## config.mk

```make
export PLATFORM = sky130hd
export DESIGN_NAME = midpoint_line_rasterizer_top
export DESIGN_NICKNAME = d
export VERILOG_FILES = /design/src/design/mlr_pkg.sv /design/src/design/mlr_front.sv /design/src/design/mlr_queue.sv /design/src/design/mlr_back.sv /design/src/design/midpoint_line_rasterizer_top.sv
export SDC_FILE = /design/constraint.sdc
export NUM_CORES = 1
export LEC_CHECK = 0
export BUFFER_PORTS_ARGS = -buffer_cell sky130_fd_sc_hd__buf_2
export CORE_MARGIN = 5
export CORE_UTILIZATION = 55
export CTS_CLUSTER_SIZE = 28
export DETAILED_ROUTE_END_ITERATION = 8
export GPL_ROUTABILITY_DRIVEN = 1
export PLACE_DENSITY = 0.73
export SLEW_MARGIN = 20
export SYNTH_ARGS = -nofsm -noshare
export SYNTH_HDL_FRONTEND = slang
export SYNTH_SLANG_ARGS = --single-unit
export TNS_END_PERCENT = 30
```

## constraint.sdc

```tcl
create_clock -name clock -period 15.45 [get_ports clock]
set_clock_uncertainty 0.15 [all_clocks]
set_input_delay 3.09 -clock clock [delete_from_list [all_inputs] [get_ports clock]]
set_output_delay 3.09 -clock clock [all_outputs]
set_load 0.02 [all_outputs]
```

## src/design/mlr_pkg.sv

```systemverilog
// ----------------------------------------------------------------------------
// Midpoint line rasterizer package
// Shared constants, register indexes and request codes for the rasterizer.
// ----------------------------------------------------------------------------
package mlr_pkg;

   // Default coordinate width; the top level takes it as its parameter default.
   localparam int CoordBitsDefault = 12;

   // Fixed field widths.
   localparam int PitchBits = 16;
   localparam int AddrBits  = 32;
   localparam int ColorBits = 8;
   localparam int CsrBits   = 32;

   // Depth of the queue between the stepping front and the address back end.
   localparam int QueueDepth = 4;

   // Configuration register indexes.
   localparam logic CsrLinePitch = 1'b0;
   localparam logic CsrFrameBase = 1'b1;

   // Register reset values.
   localparam logic [PitchBits-1:0] PitchReset = 16'd640;
   localparam logic [AddrBits-1:0]  BaseReset  = 32'd0;

   // Request kinds carried on the request tuser bit.
   localparam logic ReqStart   = 1'b0;
   localparam logic ReqAdvance = 1'b1;

endpackage

```

## src/design/mlr_front.sv

```systemverilog
// ----------------------------------------------------------------------------
// Midpoint line rasterizer front end
// Accepts request words, sets up a line on start and steps the midpoint
// decision variable on advance, pushing one pixel word per result.
// ----------------------------------------------------------------------------
module mlr_front #(
   parameter int COORD_BITS = mlr_pkg::CoordBitsDefault
) (
   input  logic                                  clock,
   input  logic                                  reset,
   input  logic                                  req_accept,
   input  logic                                  req_kind,
   input  logic [COORD_BITS-1:0]                 x_start,
   input  logic [COORD_BITS-1:0]                 y_start,
   input  logic [COORD_BITS-1:0]                 x_end,
   input  logic [COORD_BITS-1:0]                 y_end,
   input  logic [mlr_pkg::ColorBits-1:0]         pen_color,
   output logic                                  push_valid,
   // push_data fields, lowest bit first: x, y, colour, last
   output logic [2*COORD_BITS+mlr_pkg::ColorBits:0] push_data
);
   import mlr_pkg::*;

   localparam int DecBits = COORD_BITS + 2;

   logic                        busy_ff, busy_in;
   logic                        steep_ff, steep_in;
   logic [COORD_BITS-1:0]       major_pos_ff, major_pos_in;
   logic [COORD_BITS-1:0]       minor_pos_ff, minor_pos_in;
   logic [COORD_BITS-1:0]       major_end_ff, major_end_in;
   logic                        dir_down_ff, dir_down_in;
   logic signed [DecBits-1:0]   decision_ff, decision_in;
   logic signed [DecBits-1:0]   straight_ff, straight_in;
   logic signed [DecBits-1:0]   diagonal_ff, diagonal_in;
   logic [ColorBits-1:0]        color_ff, color_in;

   logic [COORD_BITS-1:0]       dx, dy, dmaj, dmin;
   logic [COORD_BITS-1:0]       a0, b0, a1, b1;
   logic                        steep_new;
   logic [DecBits-1:0]          dmin_x2, diff_ext;
   logic                        is_start, is_advance;
   logic                        last;
   logic [COORD_BITS-1:0]       px, py;

   // Line set-up: major axis, endpoint order and decision terms.
   always_comb begin
      dx        = (x_end > x_start) ? x_end - x_start : x_start - x_end;
      dy        = (y_end > y_start) ? y_end - y_start : y_start - y_end;
      steep_new = (dy > dx);
      if (steep_new) begin
         dmaj = dy;
         dmin = dx;
      end else begin
         dmaj = dx;
         dmin = dy;
      end
      a0 = steep_new ? y_start : x_start;
      b0 = steep_new ? x_start : y_start;
      a1 = steep_new ? y_end   : x_end;
      b1 = steep_new ? x_end   : y_end;
      if (a1 < a0) begin
         a0 = steep_new ? y_end   : x_end;
         b0 = steep_new ? x_end   : y_end;
         a1 = steep_new ? y_start : x_start;
         b1 = steep_new ? x_start : y_start;
      end
      dmin_x2  = {1'b0, dmin, 1'b0};
      diff_ext = {2'b00, dmin} - {2'b00, dmaj};
   end

   // Next state for start and advance, and the pixel word that follows it.
   always_comb begin
      is_start   = req_accept && (req_kind == ReqStart);
      is_advance = req_accept && (req_kind == ReqAdvance) && busy_ff;

      steep_in     = steep_ff;
      major_pos_in = major_pos_ff;
      minor_pos_in = minor_pos_ff;
      major_end_in = major_end_ff;
      dir_down_in  = dir_down_ff;
      decision_in  = decision_ff;
      straight_in  = straight_ff;
      diagonal_in  = diagonal_ff;
      color_in     = color_ff;

      if (is_start) begin
         steep_in     = steep_new;
         major_pos_in = a0;
         minor_pos_in = b0;
         major_end_in = a1;
         dir_down_in  = !(b1 > b0);
         decision_in  = $signed(dmin_x2 - {2'b00, dmaj});
         straight_in  = $signed(dmin_x2);
         diagonal_in  = $signed({diff_ext[DecBits-2:0], 1'b0});
         color_in     = pen_color;
      end else if (is_advance) begin
         major_pos_in = major_pos_ff + COORD_BITS'(1);
         if (decision_ff[DecBits-1]) begin
            decision_in = decision_ff + straight_ff;
         end else begin
            decision_in  = decision_ff + diagonal_ff;
            minor_pos_in = dir_down_ff ? minor_pos_ff - COORD_BITS'(1)
                                       : minor_pos_ff + COORD_BITS'(1);
         end
      end

      last       = (major_pos_in == major_end_in);
      px         = steep_in ? minor_pos_in : major_pos_in;
      py         = steep_in ? major_pos_in : minor_pos_in;
      push_valid = is_start || is_advance;
      push_data  = {last, color_in, py, px};
      busy_in    = push_valid ? !last : busy_ff;
   end

   // Line state registers, all cleared at reset.
   always_ff @(posedge clock) begin
      if (reset) begin
         busy_ff      <= 1'b0;
         steep_ff     <= 1'b0;
         major_pos_ff <= '0;
         minor_pos_ff <= '0;
         major_end_ff <= '0;
         dir_down_ff  <= 1'b0;
         decision_ff  <= '0;
         straight_ff  <= '0;
         diagonal_ff  <= '0;
         color_ff     <= '0;
      end else begin
         busy_ff      <= busy_in;
         steep_ff     <= steep_in;
         major_pos_ff <= major_pos_in;
         minor_pos_ff <= minor_pos_in;
         major_end_ff <= major_end_in;
         dir_down_ff  <= dir_down_in;
         decision_ff  <= decision_in;
         straight_ff  <= straight_in;
         diagonal_ff  <= diagonal_in;
         color_ff     <= color_in;
      end
   end

   // A final pixel always leaves the front end idle.
   a_last_clears_busy: assert property (@(posedge clock) disable iff (reset)
      push_valid && push_data[2*COORD_BITS+ColorBits] |=> !busy_ff)
      else $error("front end still busy after the last pixel");

   // An advance word while idle produces nothing.
   a_idle_advance_silent: assert property (@(posedge clock) disable iff (reset)
      req_accept && (req_kind == ReqAdvance) && !busy_ff |-> !push_valid)
      else $error("advance while idle produced a pixel");

   // The walk position only moves when a word is accepted.
   a_position_holds: assert property (@(posedge clock) disable iff (reset)
      !req_accept |=> $stable(major_pos_ff) && $stable(busy_ff))
      else $error("line state changed without an accepted word");

endmodule

```

## src/design/mlr_queue.sv

```systemverilog
// ----------------------------------------------------------------------------
// Midpoint line rasterizer queue
// Short first-in first-out queue of pixel words between front and back end.
// ----------------------------------------------------------------------------
module mlr_queue #(
   parameter int Width = 8,
   parameter int Depth = mlr_pkg::QueueDepth
) (
   input  logic             clock,
   input  logic             reset,
   input  logic             push,
   input  logic [Width-1:0] push_data,
   output logic             full,
   input  logic             pop_ready,
   output logic             pop_valid,
   output logic [Width-1:0] pop_data
);
   import mlr_pkg::*;

   localparam int PtrBits   = (Depth > 1) ? $clog2(Depth) : 1;
   localparam int CountBits = $clog2(Depth + 1);

   logic [Width-1:0]     store_ff [Depth];
   logic [PtrBits-1:0]   wr_ptr_ff, wr_ptr_in;
   logic [PtrBits-1:0]   rd_ptr_ff, rd_ptr_in;
   logic [CountBits-1:0] count_ff, count_in;
   logic                 do_push, do_pop;

   // Occupancy and pointer update.
   always_comb begin
      full      = (count_ff == CountBits'(Depth));
      pop_valid = (count_ff != '0);
      pop_data  = store_ff[rd_ptr_ff];
      do_push   = push && !full;
      do_pop    = pop_ready && pop_valid;
      wr_ptr_in = wr_ptr_ff;
      rd_ptr_in = rd_ptr_ff;
      if (do_push) begin
         wr_ptr_in = (wr_ptr_ff == PtrBits'(Depth - 1)) ? '0 : wr_ptr_ff + PtrBits'(1);
      end
      if (do_pop) begin
         rd_ptr_in = (rd_ptr_ff == PtrBits'(Depth - 1)) ? '0 : rd_ptr_ff + PtrBits'(1);
      end
      count_in = count_ff;
      if (do_push && !do_pop) begin
         count_in = count_ff + CountBits'(1);
      end else if (do_pop && !do_push) begin
         count_in = count_ff - CountBits'(1);
      end
   end

   // Pointer and count registers.
   always_ff @(posedge clock) begin
      if (reset) begin
         wr_ptr_ff <= '0;
         rd_ptr_ff <= '0;
         count_ff  <= '0;
      end else begin
         wr_ptr_ff <= wr_ptr_in;
         rd_ptr_ff <= rd_ptr_in;
         count_ff  <= count_in;
      end
   end

   // Entry storage.
   always_ff @(posedge clock) begin
      if (do_push) begin
         store_ff[wr_ptr_ff] <= push_data;
      end
   end

   a_count_bound: assert property (@(posedge clock) disable iff (reset)
      count_ff <= CountBits'(Depth))
      else $error("queue count above depth");

   a_push_only_grows: assert property (@(posedge clock) disable iff (reset)
      do_push && !do_pop |=> count_ff == $past(count_ff) + CountBits'(1))
      else $error("queue count did not grow on push");

   a_pop_only_shrinks: assert property (@(posedge clock) disable iff (reset)
      do_pop && !do_push |=> count_ff == $past(count_ff) - CountBits'(1))
      else $error("queue count did not shrink on pop");

endmodule

```

## src/design/mlr_back.sv

```systemverilog
// ----------------------------------------------------------------------------
// Midpoint line rasterizer back end
// Two-stage pipeline that forms the byte address of each pixel word:
// row offset by multiplication, then base and column added.
// ----------------------------------------------------------------------------
module mlr_back #(
   parameter int COORD_BITS = mlr_pkg::CoordBitsDefault
) (
   input  logic                                     clock,
   input  logic                                     reset,
   input  logic [mlr_pkg::PitchBits-1:0]            line_pitch,
   input  logic [mlr_pkg::AddrBits-1:0]             frame_base,
   input  logic                                     in_valid,
   output logic                                     in_ready,
   // in_data fields, lowest bit first: x, y, colour, last
   input  logic [2*COORD_BITS+mlr_pkg::ColorBits:0] in_data,
   output logic                                     out_valid,
   input  logic                                     out_ready,
   output logic [COORD_BITS-1:0]                    pixel_x,
   output logic [COORD_BITS-1:0]                    pixel_y,
   output logic [mlr_pkg::AddrBits-1:0]             byte_address,
   output logic [mlr_pkg::ColorBits-1:0]            pixel_color,
   output logic                                     last_pixel
);
   import mlr_pkg::*;

   localparam int ProdBits = COORD_BITS + PitchBits;

   logic                  v1_ff, v1_in;
   logic [ProdBits-1:0]   prod_ff;
   logic [COORD_BITS-1:0] x1_ff, y1_ff;
   logic [ColorBits-1:0]  c1_ff;
   logic                  l1_ff;

   logic                  v2_ff, v2_in;
   logic [COORD_BITS-1:0] x2_ff, y2_ff;
   logic [AddrBits-1:0]   addr2_ff;
   logic [ColorBits-1:0]  c2_ff;
   logic                  l2_ff;

   logic                  adv1, adv2;
   logic [COORD_BITS-1:0] in_x, in_y;

   // Stage enables: a stage moves when the one after it is empty or moving.
   always_comb begin
      in_x     = in_data[COORD_BITS-1:0];
      in_y     = in_data[2*COORD_BITS-1:COORD_BITS];
      adv2     = !v2_ff || out_ready;
      adv1     = !v1_ff || adv2;
      in_ready = adv1;
      v1_in    = adv1 ? in_valid : v1_ff;
      v2_in    = adv2 ? v1_ff : v2_ff;
   end

   always_ff @(posedge clock) begin
      if (reset) begin
         v1_ff <= 1'b0;
         v2_ff <= 1'b0;
      end else begin
         v1_ff <= v1_in;
         v2_ff <= v2_in;
      end
   end

   // Stage one: row offset y times pitch.
   always_ff @(posedge clock) begin
      if (adv1) begin
         prod_ff <= ProdBits'(in_y) * ProdBits'(line_pitch);
         x1_ff   <= in_x;
         y1_ff   <= in_y;
         c1_ff   <= in_data[2*COORD_BITS+ColorBits-1:2*COORD_BITS];
         l1_ff   <= in_data[2*COORD_BITS+ColorBits];
      end
   end

   // Stage two: add base and column, modulo the address width.
   always_ff @(posedge clock) begin
      if (adv2) begin
         addr2_ff <= frame_base + AddrBits'(prod_ff) + AddrBits'(x1_ff);
         x2_ff    <= x1_ff;
         y2_ff    <= y1_ff;
         c2_ff    <= c1_ff;
         l2_ff    <= l1_ff;
      end
   end

   assign out_valid    = v2_ff;
   assign pixel_x      = x2_ff;
   assign pixel_y      = y2_ff;
   assign byte_address = addr2_ff;
   assign pixel_color  = c2_ff;
   assign last_pixel   = l2_ff;

endmodule

```

## src/design/midpoint_line_rasterizer_top.sv

```systemverilog
// ----------------------------------------------------------------------------
// Midpoint line rasterizer
// Scan-converts lines for an 8-bit framebuffer, at most one pixel word per request.
// ----------------------------------------------------------------------------
// Usage:
//   req_*  : request words. tuser is the kind (start or advance); tdata holds
//            both endpoints and the colour. A start emits the first pixel,
//            each advance the next one; an advance while idle gives nothing,
//            and a start while a line is active abandons that line.
//   rsp_*  : pixel words with coordinates, byte address and colour; tlast
//            marks the final pixel of the line.
//   csr_*  : register writes (line pitch, frame base), made while idle.
// Path: the front end writes each pixel word into the queue, then the
//   multiplier stage and the adder stage register it. Throughput is one word
//   per cycle while rsp_tready stays high: the front end steps the decision
//   variable at most once per cycle and the back end is fully pipelined.
// A four-entry queue separates the two halves; req_tready falls only when it
//   is full, i.e. after the receiver has stalled.
// Reset clears the line state to idle, pitch to 640 and frame base to zero;
//   no result is pending afterwards.
// ----------------------------------------------------------------------------
module midpoint_line_rasterizer_top #(
   parameter int COORD_BITS = mlr_pkg::CoordBitsDefault
) (
   input  logic                                 clock,
   input  logic                                 reset,
   input  logic                                 csr_wen,
   input  logic                                 csr_addr,
   input  logic [mlr_pkg::CsrBits-1:0]          csr_wdata,
   input  logic                                 req_tvalid,
   output logic                                 req_tready,
   // tdata fields, lowest bit first: x_start, y_start, x_end, y_end, pen_color
   input  logic [((4*COORD_BITS+mlr_pkg::ColorBits+7)/8)*8-1:0] req_tdata,
   // tuser fields: req_type
   input  logic                                 req_tuser,
   output logic                                 rsp_tvalid,
   input  logic                                 rsp_tready,
   // tdata fields, lowest bit first: pixel_x, pixel_y, byte_address, pixel_color
   output logic [((2*COORD_BITS+mlr_pkg::AddrBits+mlr_pkg::ColorBits+7)/8)*8-1:0]
                                                rsp_tdata,
   output logic                                 rsp_tlast
);
   import mlr_pkg::*;

   localparam int ReqBits   = ((4*COORD_BITS + ColorBits + 7) / 8) * 8;
   localparam int RspFields = 2*COORD_BITS + AddrBits + ColorBits;
   localparam int RspBits   = ((RspFields + 7) / 8) * 8;
   localparam int WordBits  = 2*COORD_BITS + ColorBits + 1;

   logic [PitchBits-1:0]  pitch_ff;
   logic [AddrBits-1:0]   base_ff;

   logic                  req_accept;
   logic                  push_valid;
   logic [WordBits-1:0]   push_data;
   logic                  queue_full;
   logic                  q_valid, q_ready;
   logic [WordBits-1:0]   q_data;

   logic [COORD_BITS-1:0] pixel_x, pixel_y;
   logic [AddrBits-1:0]   byte_address;
   logic [ColorBits-1:0]  pixel_color;
   logic [ReqBits-1:0]    req_word;

   // Configuration registers.
   always_ff @(posedge clock) begin
      if (reset) begin
         pitch_ff <= PitchReset;
         base_ff  <= BaseReset;
      end else if (csr_wen) begin
         case (csr_addr)
            CsrLinePitch: pitch_ff <= csr_wdata[PitchBits-1:0];
            CsrFrameBase: base_ff  <= csr_wdata[AddrBits-1:0];
            default:      ;
         endcase
      end
   end

   // Request side: accept whenever the queue has room.
   assign req_tready = !queue_full;
   assign req_accept = req_tvalid && req_tready;
   assign req_word   = req_tdata;

   mlr_front #(
      .COORD_BITS (COORD_BITS)
   ) u_front (
      .clock      (clock),
      .reset      (reset),
      .req_accept (req_accept),
      .req_kind   (req_tuser),
      .x_start    (req_word[COORD_BITS-1:0]),
      .y_start    (req_word[2*COORD_BITS-1:COORD_BITS]),
      .x_end      (req_word[3*COORD_BITS-1:2*COORD_BITS]),
      .y_end      (req_word[4*COORD_BITS-1:3*COORD_BITS]),
      .pen_color  (req_word[4*COORD_BITS+ColorBits-1:4*COORD_BITS]),
      .push_valid (push_valid),
      .push_data  (push_data)
   );

   mlr_queue #(
      .Width (WordBits),
      .Depth (QueueDepth)
   ) u_queue (
      .clock     (clock),
      .reset     (reset),
      .push      (push_valid),
      .push_data (push_data),
      .full      (queue_full),
      .pop_ready (q_ready),
      .pop_valid (q_valid),
      .pop_data  (q_data)
   );

   mlr_back #(
      .COORD_BITS (COORD_BITS)
   ) u_back (
      .clock        (clock),
      .reset        (reset),
      .line_pitch   (pitch_ff),
      .frame_base   (base_ff),
      .in_valid     (q_valid),
      .in_ready     (q_ready),
      .in_data      (q_data),
      .out_valid    (rsp_tvalid),
      .out_ready    (rsp_tready),
      .pixel_x      (pixel_x),
      .pixel_y      (pixel_y),
      .byte_address (byte_address),
      .pixel_color  (pixel_color),
      .last_pixel   (rsp_tlast)
   );

   // Pack the result word, padded with zeros to whole bytes.
   assign rsp_tdata = RspBits'({pixel_color, byte_address, pixel_y, pixel_x});

endmodule

```

# Word-level counts from Yosys, hierarchy flattened

Memories as Yosys holds them, arrays and structs flattened. A register that Yosys moved wholly into a read port is not among the register bits.
Cells that the tools add are included.

Register bits: 269
Memory bits (writable): 132
Memories: 1

Add/subtract/negate cells: 17
Multiply operators: 1
Order comparisons: 5
Eq/ne operators: 4
Mux-type cells: 34
Bitwise gates (word level): 2
Reduce and logical (&&, ||, !) cells: 23

Memory list:

| name             | depth | width | read ports | clocked after Yosys merged registers in | wr ports | RTL line        | text |
|---|---|---|---|---|---|---|---|
| u_queue.store_ff | 4     | 33    | 1          | 1                                       | 1        | mlr_queue.sv:23 | `logic [Width-1:0] store_ff [Depth];` |

Operator list:

| kind                  | number |
|---|---|
| $mux 12               | 21 |
| $gt 12x12->1          | 4 |
| $sub 12x12->12        | 4 |
| $mux 14               | 3 |
| $add 32x12->32        | 1 |
| $add 32x28->32        | 1 |
| $add 14x14->14        | 2 |
| $mul 12x16->28        | 1 |
| $add 12x1->12 const B | 2 |
| $sub 13x12->14        | 1 |
| $sub 12x12->13        | 1 |
| $eq 12x12->1          | 1 |
| $lt 12x12->1          | 1 |
| $sub 12x1->12 const B | 1 |
| $logic_and 1x1->1     | 8 |
| $mux 2                | 4 |
| $mux 8                | 1 |
| $logic_not 1->1       | 7 |
| $mux 3                | 2 |
| $add 2x1->2 const B   | 2 |
| $eq 2x2->1 const B    | 2 |
| $reduce_and 2->1      | 2 |
| $reduce_bool 2->1     | 2 |
| $add 3x1->3 const B   | 1 |
| 6 further kinds       | 11 |

# Longest topological paths before layout

Word-level depth: 11
Depth in mapped cells: 49
Depth with buffers taken out: 42

# Modules after synthesis

A second synthesis with hierarchy kept.

Cell total of the unflattened synthesis: 3109
Area total of the unflattened synthesis: 30361.6 µm²

Modules (own cells, without submodules):

| module                       | times used | cells each | area each (µm²) | sequential area each (µm²) |
|---|---|---|---|---|
| mlr_back                     | 1          | 1135       | 12026.5         | 3823.7 |
| mlr_front                    | 1          | 1549       | 10999.3         | 1701.6 |
| mlr_queue                    | 1          | 223        | 5251.3          | 4144.0 |
| midpoint_line_rasterizer_top | 1          | 202        | 2084.5          | 960.9 |

# Worst setup path before layout

No wires, ideal clock.

Path kind: input port to flip-flop
Start: input req_tdata[36] in the netlist's numbering
End: register u_front.dir_down_ff
Library setup time: 0.086 ns
Arrival: 11.293 ns
Data required time: 15.214 ns
Setup slack: 3.921 ns
Stages: 44
Path through: inv_1 -> ha_1 -> inv_1 -> fa_1 -> a211oi_1 -> o21ai_2 -> a21o_2 -> nand2_2 -> mux2_1 -> or4_4 -> and2_1 -> ha_1 -> nand4_1 -> o21bai_1 -> o31ai_1 -> a21oi_1 -> buf_2 -> buf_4 -> [... 8 more ...] -> a21o_1 -> clkbuf_1 -> nor2_2 -> buf_2 -> buf_2 -> nand2_1 -> a31oi_1 -> ha_1 -> a21o_1 -> a21o_1 -> a21oi_1 -> nor2b_1 -> o21ai_0 -> nand2_1 -> a21o_1 -> a21oi_1 -> a211oi_1 -> a211oi_1

Cells in the longest elaborated chain, start to end: 8
Elaborated cells between the ends (all ways): 14
Classes of those cells: add/sub (2); order compare (4); mux (7); reduce/logical (1)

Ends and longest elaborated chain:

| element                                        | RTL line                           | text |
|---|---|---|
| start: declaration                             | midpoint_line_rasterizer_top.sv:33 | `input logic [((4*COORD_BITS+mlr_pkg::ColorBits+7)/8)*8-1:0] req_tdata,` |
| $sub 12x12->12 or $gt 12x12->1 (tied branches) | mlr_front.sv:48                    | `dy = (y_end > y_start) ? y_end - y_start : y_start - y_end;` |
| $mux 12                                        | mlr_front.sv:48                    |  |
| $gt 12x12->1                                   | mlr_front.sv:49                    | `steep_new = (dy > dx);` |
| $mux 12 (on tied branches)                     | mlr_front.sv:59, mlr_front.sv:57   |  |
| $lt 12x12->1                                   | mlr_front.sv:61                    | `if (a1 < a0) begin` |
| $mux 12                                        | mlr_front.sv:61                    |  |
| $gt 12x12->1 *                                 | mlr_front.sv:91                    | `dir_down_in = !(b1 > b0);` |
| $logic_not 1->1 *                              | mlr_front.sv:91                    |  |
| end signal: assignment                         | mlr_front.sv:134                   | `dir_down_ff <= dir_down_in;` |
| end: declaration                               | mlr_front.sv:31                    | `logic dir_down_ff, dir_down_in;` |

Every way passes the cells marked *; elsewhere a longest branch is shown, timed or not.
A chain may end at the register's enable or synchronous reset.

# Final worst setup path

Start: input req_tdata[24] in the netlist's numbering
End: register u_front.dir_down_ff

Cells in the longest elaborated chain, start to end: 8
Elaborated cells between the ends (all ways): 14
Classes of those cells: add/sub (2); order compare (4); mux (7); reduce/logical (1)

Ends and longest elaborated chain:

| element                                        | RTL line                         | text |
|---|---|---|
| $sub 12x12->12 or $gt 12x12->1 (tied branches) | mlr_front.sv:47                  | `dx = (x_end > x_start) ? x_end - x_start : x_start - x_end;` |
| $mux 12                                        | mlr_front.sv:47                  |  |
| $gt 12x12->1                                   | mlr_front.sv:49                  |  |
| $mux 12 (on tied branches)                     | mlr_front.sv:59, mlr_front.sv:57 |  |
| $lt 12x12->1                                   | mlr_front.sv:61                  |  |
| $mux 12                                        | mlr_front.sv:61                  |  |
| $gt 12x12->1 *                                 | mlr_front.sv:91                  |  |
| $logic_not 1->1 *                              | mlr_front.sv:91                  |  |

Marked as above.

==> key figures <==
Synth
  – Top cell type's share of synthesized area: 26.1%
  – Yosys reg bits: 402
  – Post-synth EDFFs: 258
  – Sequential area share after synthesis: 35.8%
  – Post-Syn Instances: 3,077
  – Syn nets: 3,565
  – Netlist cell types: 100
  – Top FF cell, synth: edfxtp_1
  – Synth area leaders: edfxtp_1, fa_1, ha_1
  – Post-synth top area cell: edfxtp_1
  – Mapped Avg Cell Area: 9.64 µm²
  – YS warnings: 0
  – Synth Cell Area: 0.0297 mm²
  – FFs w/ async S/R, synth: 0%

Critical path
  – Slowest stage delay, CP: 0.81 ns
  – Crit-path slowest cell: a21oi_4
  – CP Max Fanout: 46
  – Arrival @ worst endpoint: 13.44 ns
  – CP startpoint kind: input port
  – R2R Setup Slk: 8.10 ns
  – Most frequent CP cell: a21oi_1
  – Crit Path Category: in2reg
  – FF-to-FF End: u_back.prod_ff[26]
  – Worst Path Required: 15.79 ns
  – Crit end category: flip-flop
  – Worst-case reg-to-reg path depth: 25

Detailed routing
  – Vias per inst: 6.06
  – Vias post-DR: 23,600
  – Number of routed nets with antenna violations: 0
  – Post-Route WL: 83.8 mm
  – First-pass iteration count of the detailed router: 6
  – DR DRC count: 0
  – Wire length per cell: 21.5 µm
  – Initial DRC count: 1,912

Cells and area
  – Share of cells above drive strength 1: 11.2%
  – Commonest non-fill, non-tap cell in the layout: nand2_1
  – Fill cells: 4,454
  – Commonest cells after routing, fill and taps aside: nand2_1, inv_1, edfxtp_1
  – Layout Nets: 3,652
  – Synthesis-to-finish area growth: 9.43%

Floorplan
  – Die area: 0.0587 mm²
  – Die Span X: 242 µm
  – I/O pin total: 162
  – Starting density of the core: 55.3%
  – Row count: 85
  – Core area: 0.0536 mm²
  – Die Y: 242 µm

Pwr
  – Max VDD drop: 0.142 mV
  – Lkg Pwr: 14.0 nW
  – Pwr Total: 7.45 mW
  – Pwr dens: 230 mW/mm²

Worst hold path
  – Min-delay worst type: reg2reg
  – Hold path depth: 0
  – Worst Min Path Start: u_back.y1_ff[6]
  – Worst hold path endpoint: u_back.pixel_y[6]

Run status
  – Status: finished, final reports clean

Clock tree
  – Maximum root-to-sink buffer count: 3
  – Total CTS buffers: 43
  – Num Clock Sinks: 402
  – Clk_lat worst skew: 0.57 ns
  – CTS resizes: 0
  – Setup Fix Bufs, Post-CTS: 0
  – H-tree levels: 2
  – CTS tree: built
  – Root Driver: clkbuf_16
  – Cts hold-fix bufs: 0
  – Clk slew on worst S/H paths: 0.06 ns

Global route
  – Initial antenna violation count: 5
  – GR Overflow Total: 0
  – Pin count of the biggest net entering global routing: 94
  – Global-route wire length before repair: 132 mm
  – Number of global-route vias before repair: 23,900
  – Total track usage: 28.0%

Placement
  – I/O Buffers: 161
  – Post-DP HPWL: 64.3 mm
  – Placer Congestion: 0.987

Timing
  – Worst slew pin tran: 1.06 ns
  – Max Freq: 0.0763 GHz
  – Rel. slew slack: 28.5%
  – Setup TNS: 0 ns
  – Endpoints failing setup: 0
  – Max-slew violations: 0
  – Fin. Hold Viols: 0
  – Min Tclk post-route: 13.11 ns
  – RSZ-0062 raised after global routing: no
  – Final period utilization: 84.8%

Flow run
  – Max-cap viol count: 0
==> synth_stat cells (12+ instances only) <==
cell type and n:
mux2i_1 38, and3_1 12, a21boi_0 12, buf_2 21
and2_1 81, o21a_1 29, nand4_1 19, ha_1 232
nand2b_1 15, a21oi_1 215, a2111oi_0 14, xor2_1 33
o21ai_0 109, nand2_1 470, edfxtp_1 258, a31oi_1 34
o211ai_1 36, clkbuf_1 92, buf_1 24, xnor2_1 77
mux2_2 16, nor2_1 177, o31ai_1 14, inv_1 272
fa_1 161, nor3_1 71, nor2b_1 21, a211oi_1 51
mux4_2 33, a21o_1 46, dfxtp_1 144, nand3_1 47
==> worst max-delay path: cells and delay by family <==
kind	cells	cell delay (ns)
AO/OA/AOI/OAI	21	6.43
adder cells (fa/ha/maj)	5	1.62
buffers and inverters	5	0.79
AND/OR/NAND/NOR	8	1.45
==> state kept, by name, indices dropped and copies added, names as in the netlist, 2 cells and up, named ones only <==
| register | cells |
|---|---|
| u_front.major_pos_ff | 12 |
| pitch_ff | 16 |
| u_front.minor_pos_ff | 12 |
| u_queue.rd_ptr_ff | 2 |
| u_back.x1_ff | 12 |
| u_queue.store_ff | 132 |
| u_back.pixel_color | 8 |
| u_front.straight_ff | 12 |
| u_front.decision_ff | 13 |
| u_back.prod_ff | 28 |
| u_back.pixel_x | 12 |
| u_back.byte_address | 32 |
| u_front.color_ff | 8 |
| u_back.pixel_y | 12 |
| u_back.c1_ff | 8 |
| u_front.major_end_ff | 12 |
| u_front.diagonal_ff | 13 |
| u_back.y1_ff | 12 |
| u_queue.wr_ptr_ff | 2 |
| u_queue.count_ff | 3 |
| base_ff | 32 |
==> worst max path at each step <==
stage	end	cells past startpoint	slack, ns	from
3_5_place_dp	u_front.dir_down_ff	39	1.88	req_tdata[24]
6_report	u_front.dir_down_ff	39	2.34	req_tdata[24]
4_1_cts	u_front.dir_down_ff	39	2.48	req_tdata[24]
3_3_place_gp	u_front.dir_down_ff	40	2.14	req_tdata[24]
5_1_grt	u_front.dir_down_ff	39	1.52	req_tdata[24]
2_1_floorplan	u_front.dir_down_ff	44	3.92	req_tdata[36]
==> kinds of logic (layout without fill, tap and decap cells) <==
group	count (synthesis)	in the layout	synth area share [%]
DFF	402	402	35.8
xor gates and xnor gates	110	110	3.25
muxes	88	88	4.43
and+or+nand+nor	979	979	15.0
adders and majority gates	393	393	20.7
buffers and inverters	419	541	5.55
other	0	2	0
AOI/OAI and AO/OA	686	686	15.3
==> routing by layer <==
metal | global-route usage (%) | part of all wire [%]
met1 | 36.9 | 41
met2 | 47.3 | 48
met3 | 4.26 | 6.2
met4 | 10.3 | 4.0
met5 | 0 | 0.041
==> metrics by stage <==
step                hold slack [ns]  instance area [µm²]  instances  worst slack (ns)  util (%)
floorplan                     0.250                29700       3077              3.92         -
global placement              0.252                31000       3814              2.14      57.7
detailed placement            0.255                31000       3814              1.88      57.7
CTS                           0.268                32400       3894              2.48      60.5
global route                  0.272                32400       3897              1.52      60.5
finish                        0.268                32400       3897              2.34      60.5
==> report_power, final <==
group	switching [mW]	total [mW]	internal, mW
logic	2.85	4.64	1.80
clock network	0.441	1.06	0.623
registers	0.137	1.74	1.61
==> cell type report <==
cell class / instances / area [µm²] / area share [%]
multi-input combinational: 2256 / 17400 / 53.7
clock buffer: 56 / 1200 / 3.69
clock inverter: 24 / 270 / 0.833
timing repair buffer: 189 / 1040 / 3.22
antenna: 2 / 5.00 / 0.0154
tap: 696 / 871 / 2.68
sequential: 402 / 10600 / 32.8
inverter: 272 / 1020 / 3.15
No activity file was read; power rests on OpenSTA's default activity.
